<file path="config.mk">
export PLATFORM = sky130hd
export DESIGN_NAME = cste_front
export DESIGN_NICKNAME = d
export VERILOG_FILES = /design/src/rtl/cubic_spline_table_eval_core_macros.svh /design/src/rtl/cste_pkg.sv /design/src/rtl/cste_front.sv
export SDC_FILE = /design/constraint.sdc
export NUM_CORES = 1
export LEC_CHECK = 0
export BUFFER_PORTS_ARGS = -buffer_cell sky130_fd_sc_hd__buf_2
export CORE_MARGIN = 4
export CORE_UTILIZATION = 57
export DETAILED_ROUTE_END_ITERATION = 10
export HOLD_SLACK_MARGIN = 0.1
export PLACE_DENSITY = 0.86
export SLEW_MARGIN = 20
export SYNTH_ARGS = -nofsm -noshare
export SYNTH_HDL_FRONTEND = slang
export SYNTH_SLANG_ARGS = --single-unit
export TNS_END_PERCENT = 1
</file>
<file path="constraint.sdc">
create_clock -name clk -period 7.8 [get_ports clk]
set_input_delay 0.39 -clock clk [delete_from_list [all_inputs] [get_ports clk]]
set_output_delay 0.39 -clock clk [all_outputs]
set_load 0.005 [all_outputs]
</file>
<file path="src/rtl/cubic_spline_table_eval_core_macros.svh">
// Assertion macros shared by the spline core.
`ifndef CUBIC_SPLINE_TABLE_EVAL_CORE_MACROS_SVH
`define CUBIC_SPLINE_TABLE_EVAL_CORE_MACROS_SVH
`ifndef NO_ASSERTIONS
`define CSTE_ASSERT_IMPLIES(label, ante, cons, msg) \
	label: assert property (@(posedge clk) disable iff (!arst_n) (ante) |-> (cons)) \
		else $error(msg);
`define CSTE_ASSERT_NEXT(label, ante, cons, msg) \
	label: assert property (@(posedge clk) disable iff (!arst_n) (ante) |=> (cons)) \
		else $error(msg);
`else
`define CSTE_ASSERT_IMPLIES(label, ante, cons, msg)
`define CSTE_ASSERT_NEXT(label, ante, cons, msg)
`endif
`endif

</file>
<file path="src/rtl/cste_pkg.sv">
`timescale 1ns / 1ps
package cste_pkg;

	localparam int NUM_INTERVALS = 64;
	localparam int NUM_CHANNELS  = 16;
	localparam int FRAC_BITS     = 16;
	localparam int MAX_RESULTS   = 16;
	localparam int CH_LIMIT      = (NUM_CHANNELS < MAX_RESULTS) ? NUM_CHANNELS : MAX_RESULTS;

	localparam int POS_W      = 22;
	localparam int COEF_W     = 32;
	localparam int VAL_W      = 32;
	localparam int ORDER_W    = 2;
	localparam int NUM_ORDERS = 4;
	localparam int IV_W       = 6;
	localparam int CHF_W      = 4;
	localparam int SEG_W      = $clog2(NUM_INTERVALS);
	localparam int CH_W       = $clog2(NUM_CHANNELS);
	localparam int TABLE_ROWS = NUM_INTERVALS * NUM_CHANNELS;

	localparam int CU_W       = 5;
	localparam int IU_W       = 7;
	localparam int CFG_IDX_W  = 2;
	localparam int CFG_DATA_W = 8;
	localparam logic [CU_W-1:0] CU_RESET = CU_W'(16);
	localparam logic [IU_W-1:0] IU_RESET = IU_W'(64);

	localparam int QDEPTH = 2;
	localparam int QPTR_W = 1;
	localparam int QCNT_W = 2;

	localparam logic MODE_WRITE = 1'b0;
	localparam logic MODE_EVAL  = 1'b1;

	typedef enum logic [CFG_IDX_W-1:0] {
		CFG_CHANNELS_USED  = 2'd0,
		CFG_INTERVALS_USED = 2'd1
	} cfg_index_e;

	typedef struct packed {
		logic                     mode;
		logic [IV_W-1:0]          coef_interval;
		logic [CHF_W-1:0]         coef_channel;
		logic [ORDER_W-1:0]       coef_order;
		logic signed [COEF_W-1:0] coef_value;
		logic [POS_W-1:0]         position;
		logic                     last_point;
	} in_item_t;

	typedef struct packed {
		logic [CHF_W-1:0]        channel;
		logic signed [VAL_W-1:0] value;
		logic signed [VAL_W-1:0] slope;
		logic                    out_of_range;
		logic                    last;
		logic                    batch_end;
	} result_t;

	typedef struct packed {
		logic [CH_W-1:0]  last_ch;
		logic [SEG_W-1:0] last_seg;
	} cfg_t;

	typedef struct packed {
		logic                     is_eval;
		logic [SEG_W-1:0]         seg;
		logic [CH_W-1:0]          ch;
		logic [ORDER_W-1:0]       order;
		logic [COEF_W-1:0]        coef;
		logic [FRAC_BITS-1:0]     frac;
		logic                     oor;
		logic                     batch;
		logic [CH_W-1:0]          last_ch;
	} cmd_t;

	typedef struct packed {
		logic valid;
		cmd_t cmd;
	} queue_head_t;

endpackage

</file>
<file path="src/rtl/cste_front.sv">
`timescale 1ns / 1ps
module cste_front import cste_pkg::*; (
	input  logic        clk,
	input  logic        arst_n,
	input  logic        start,
	input  in_item_t    item,
	input  cfg_t        cfg,
	input  logic        pop,
	output logic        busy,
	output queue_head_t head
);

	cmd_t              cmd;
	logic              push;
	logic              write_ok;
	logic [SEG_W-1:0]  seg_raw;
	cmd_t              q_mem_q [QDEPTH];
	logic [QPTR_W-1:0] wr_ptr_q;
	logic [QPTR_W-1:0] rd_ptr_q;
	logic [QCNT_W-1:0] count_q;
	logic              do_pop;

	assign busy     = (count_q == QCNT_W'(QDEPTH));
	assign seg_raw  = item.position[FRAC_BITS +: SEG_W];
	assign write_ok = (int'(item.coef_interval) < NUM_INTERVALS) &&
		(int'(item.coef_channel) < NUM_CHANNELS);

	always_comb begin
		cmd         = '0;
		cmd.is_eval = (item.mode == MODE_EVAL);
		if (item.mode == MODE_EVAL) begin
			cmd.last_ch = cfg.last_ch;
			cmd.batch   = item.last_point;
			if (seg_raw > cfg.last_seg) begin
				cmd.seg  = cfg.last_seg;
				cmd.frac = '1;
				cmd.oor  = 1'b1;
			end else begin
				cmd.seg  = seg_raw;
				cmd.frac = item.position[FRAC_BITS-1:0];
			end
		end else begin
			cmd.seg   = SEG_W'(item.coef_interval);
			cmd.ch    = CH_W'(item.coef_channel);
			cmd.order = item.coef_order;
			cmd.coef  = item.coef_value;
		end
	end

	// out-of-table writes are dropped here
	assign push   = start && !busy && ((item.mode == MODE_EVAL) || write_ok);
	assign do_pop = pop && head.valid;

	always_ff @(posedge clk or negedge arst_n) begin
		if (!arst_n) begin
			wr_ptr_q <= '0;
			rd_ptr_q <= '0;
			count_q  <= '0;
		end else begin
			if (push) begin
				wr_ptr_q <= wr_ptr_q + 1'b1;
			end
			if (do_pop) begin
				rd_ptr_q <= rd_ptr_q + 1'b1;
			end
			if (push && !do_pop) begin
				count_q <= count_q + 1'b1;
			end else if (!push && do_pop) begin
				count_q <= count_q - 1'b1;
			end
		end
	end

	always_ff @(posedge clk) begin
		if (push) begin
			q_mem_q[wr_ptr_q] <= cmd;
		end
	end

	assign head.valid = (count_q != '0);
	assign head.cmd   = q_mem_q[rd_ptr_q];

endmodule

</file>
==> flow_summary.ini <==
[die]
die_w_um = 109
num_io_pins = 151
core_area_um2 = 9820
die_h_um = 109
die_area_um2 = 11800
start_util_pct = 58.9
rows = 36

[synth]
async_flop_share_pct = 2.90
syn_inst = 341
ys_ff_latch = 138
synth_top_area_share_pct = 69.5
synth.avg_cell_area_um2 = 17.0
seq_area_frac_synth_pct = 71.3
syn-cell-area_um2 = 5790
synth_area_leaders = edfxtp_1 (70%), mux2_2 (13%), nor2b_1 (4.1%), o21a_1 (2.1%), dfrtp_1 (1.7%)
synth.distinct_cells = 29
syn_nets = 430
synth_top_flop_cell = edfxtp_1
post-synth-top-area-cell = edfxtp_1
netlist_top_cells_count = edfxtp_1 (134), mux2_2 (67), nor2b_1 (38), o21a_1 (16), inv_1 (10)
synth_edf_count = 134
yosysWarnings = 0
synth.most_common_cell = edfxtp_1

[setup_path]
worstPathRequired_ps = 7410
reg2reg_slack_ps = 5450
worstPathMaxFanout = 44
endpoint_kind = primary output
arrival_ps = 2440
start_kind = register
r2r-end = q_mem_q[0][10]
reg2regPathDepth = 4
path_class = reg2out
reg2reg_from = count_q[0]

[route]
wl_met1_mm = 4.33
route.met2.wl_mm = 6.16
wl_per_cell_um = 17.4
top_layer = met4
wirelength_mm = 11.2
wl_met3_um = 522
antenna_left = 0
dr.pass1.iters = 4
route.detailed.drc = 0
drt_iter0_drc = 169
detail_route.vias_per_cell = 5.21
vias = 3349

[global_routing]
grt_pass1_wl_mm = 16.9
grt_pass1_vias = 3562
antenna_found_initial = 0
globalRouteOverflowTotal = 0
grt_max_degree = 76
grt_util_all_layers_pct = 19.2

[final_layout]
n_antenna_cell = 0
multiInputGateArea_um2 = 1540
regArea_um2 = 4130
drive_gt1_share_pct = 50.8
nets = 586
finalInstanceArea_um2 = 7200
fillers = 661
area_growth_pct = 24.4

[clocking]
cts-htree-levels = 4
cts_sinks = 138
max-clock-path-buffers = 2
clock_latency_ps = 500
cts-buffers-inserted = 17
cts_tree = yes
cts.clk_slew.worst_paths_ps = 60
root_buffer = clkbuf_8

[job]
drv_cap = 0

[sta]
slew_viol_final = 0
rsz0062_at_grt = no
post-route-period-util_pct = 36.3
fin_skew_ps = 11.6
fin_crit_ps = 2830
hold_viol_final = 0
worst_pin_slew_ps = 904
timing.fmax_mhz = 353
setup_tns_ps = 0
finalSetupViolations = 0
slew_headroom_pct = 39.7

[min_path]
hold_end = rd_ptr_q
hold-path-cell-count = 3
hold_path.class = in2reg
worstHoldStart = pop

[pwr]
cellLeakagePower_nw = 2.81
ir_drop_mv = 0.182
powerDensity_nw_per_um2 = 344

[run_status]
status = finished clean

[placement]
hpwl_mm = 7.34
gp_congestion = 0.755
placed_cell_area_um2 = 6650
portBuffers = 150
per-layer routing:
layer,up-vias,track usage [%]
li1,1590,-
met1,1651,21.7
met5,-,0
met3,12,5.03
met4,0,7.75
met2,96,34.6
flip-flops by register name, indices dropped and copies added (netlist names):
register  flops
wr_ptr_q      1
rd_ptr_q      1
count_q       2
q_mem_q     134
layout by cell type, fill, tap and decap left out, types with 4 or more instances in the layout:
| cell type | synthesis | final |
|---|---|---|
| and2_1 | 5 | 5 |
| buf_2 | 7 | 150 |
| buf_4 | 0 | 4 |
| clkbuf_1 | 9 | 6 |
| clkbuf_16 | 0 | 16 |
| clkinv_2 | 0 | 6 |
| edfxtp_1 | 134 | 134 |
| ha_1 | 7 | 7 |
| inv_1 | 10 | 10 |
| mux2_2 | 67 | 67 |
| nand2_1 | 4 | 4 |
| nor2_1 | 9 | 8 |
| nor2b_1 | 38 | 38 |
| o21a_1 | 16 | 16 |
| o32ai_1 | 5 | 5 |
worst max-delay path, stage by stage (launching register included):
cell and delay, ps:
dfrtp_2 740, buf_4 620, mux2_2 420, buf_2 130
per-stage QoR:
step	setup slack (ps)	utilization, %	hold slack, ps	cells	power [mW]
after floorplan	3880	-	94.4	341	1.51
after global placement	5480	67.7	199	610	1.75
after detailed placement	5450	67.7	207	610	1.78
after CTS	4930	73.3	159	643	2.50
after global routing	4850	73.3	187	643	2.60
final	4970	73.3	190	643	2.47
repair_timing:
action,in CTS,in global routing
hold endpoints to repair,4,0
gates resized for setup,0,0
setup buffers,0,0
hold buffers,1,0
cell families (layout without fill, tap and decap cells):
kind of cell,count (synthesis),count (layout),share of synthesized area [%]
adder cells (fa/ha/maj),7,7,1.51
AND/OR/NAND/NOR,69,69,7.29
flip-flops,138,138,71.3
AO/OA/AOI/OAI,27,27,3.91
XOR/XNOR,5,5,0.757
buffers and inverters,28,197,2.23
multiplexers,67,67,13.0
worst max-delay path by stage:
stage	start	to	slack (ps)	cells after the start
after detailed placement	count_q[0]	q_mem_q[0][55]	5450	4
after floorplan	count_q[0]	q_mem_q[0][0]	3880	3
after CTS	rd_ptr_q	head[58]	4930	3
after global placement	rd_ptr_q	head[8]	5480	3
after global routing	rd_ptr_q	head[61]	4850	3
final	rd_ptr_q	head[8]	4970	3
final cells by class:
cell class                      count  share of cell area [%]
Timing Repair Buffer              155                    11.0
Inverter                           10                   0.521
Tap cell                          133                    2.31
Clock buffer                       23                    6.07
Multi-Input combinational cell    175                    21.4
Clock inverter                      9                    1.37
Sequential cell                   138                    57.3
report_power, final:
group	leakage (nW)	internal (mW)	switching, mW
clock	0.267	0.451	0.264
combinational	1.23	0.330	0.329
sequential	1.31	1.03	0.0706
No activity file was read; power rests on OpenSTA's default activity.
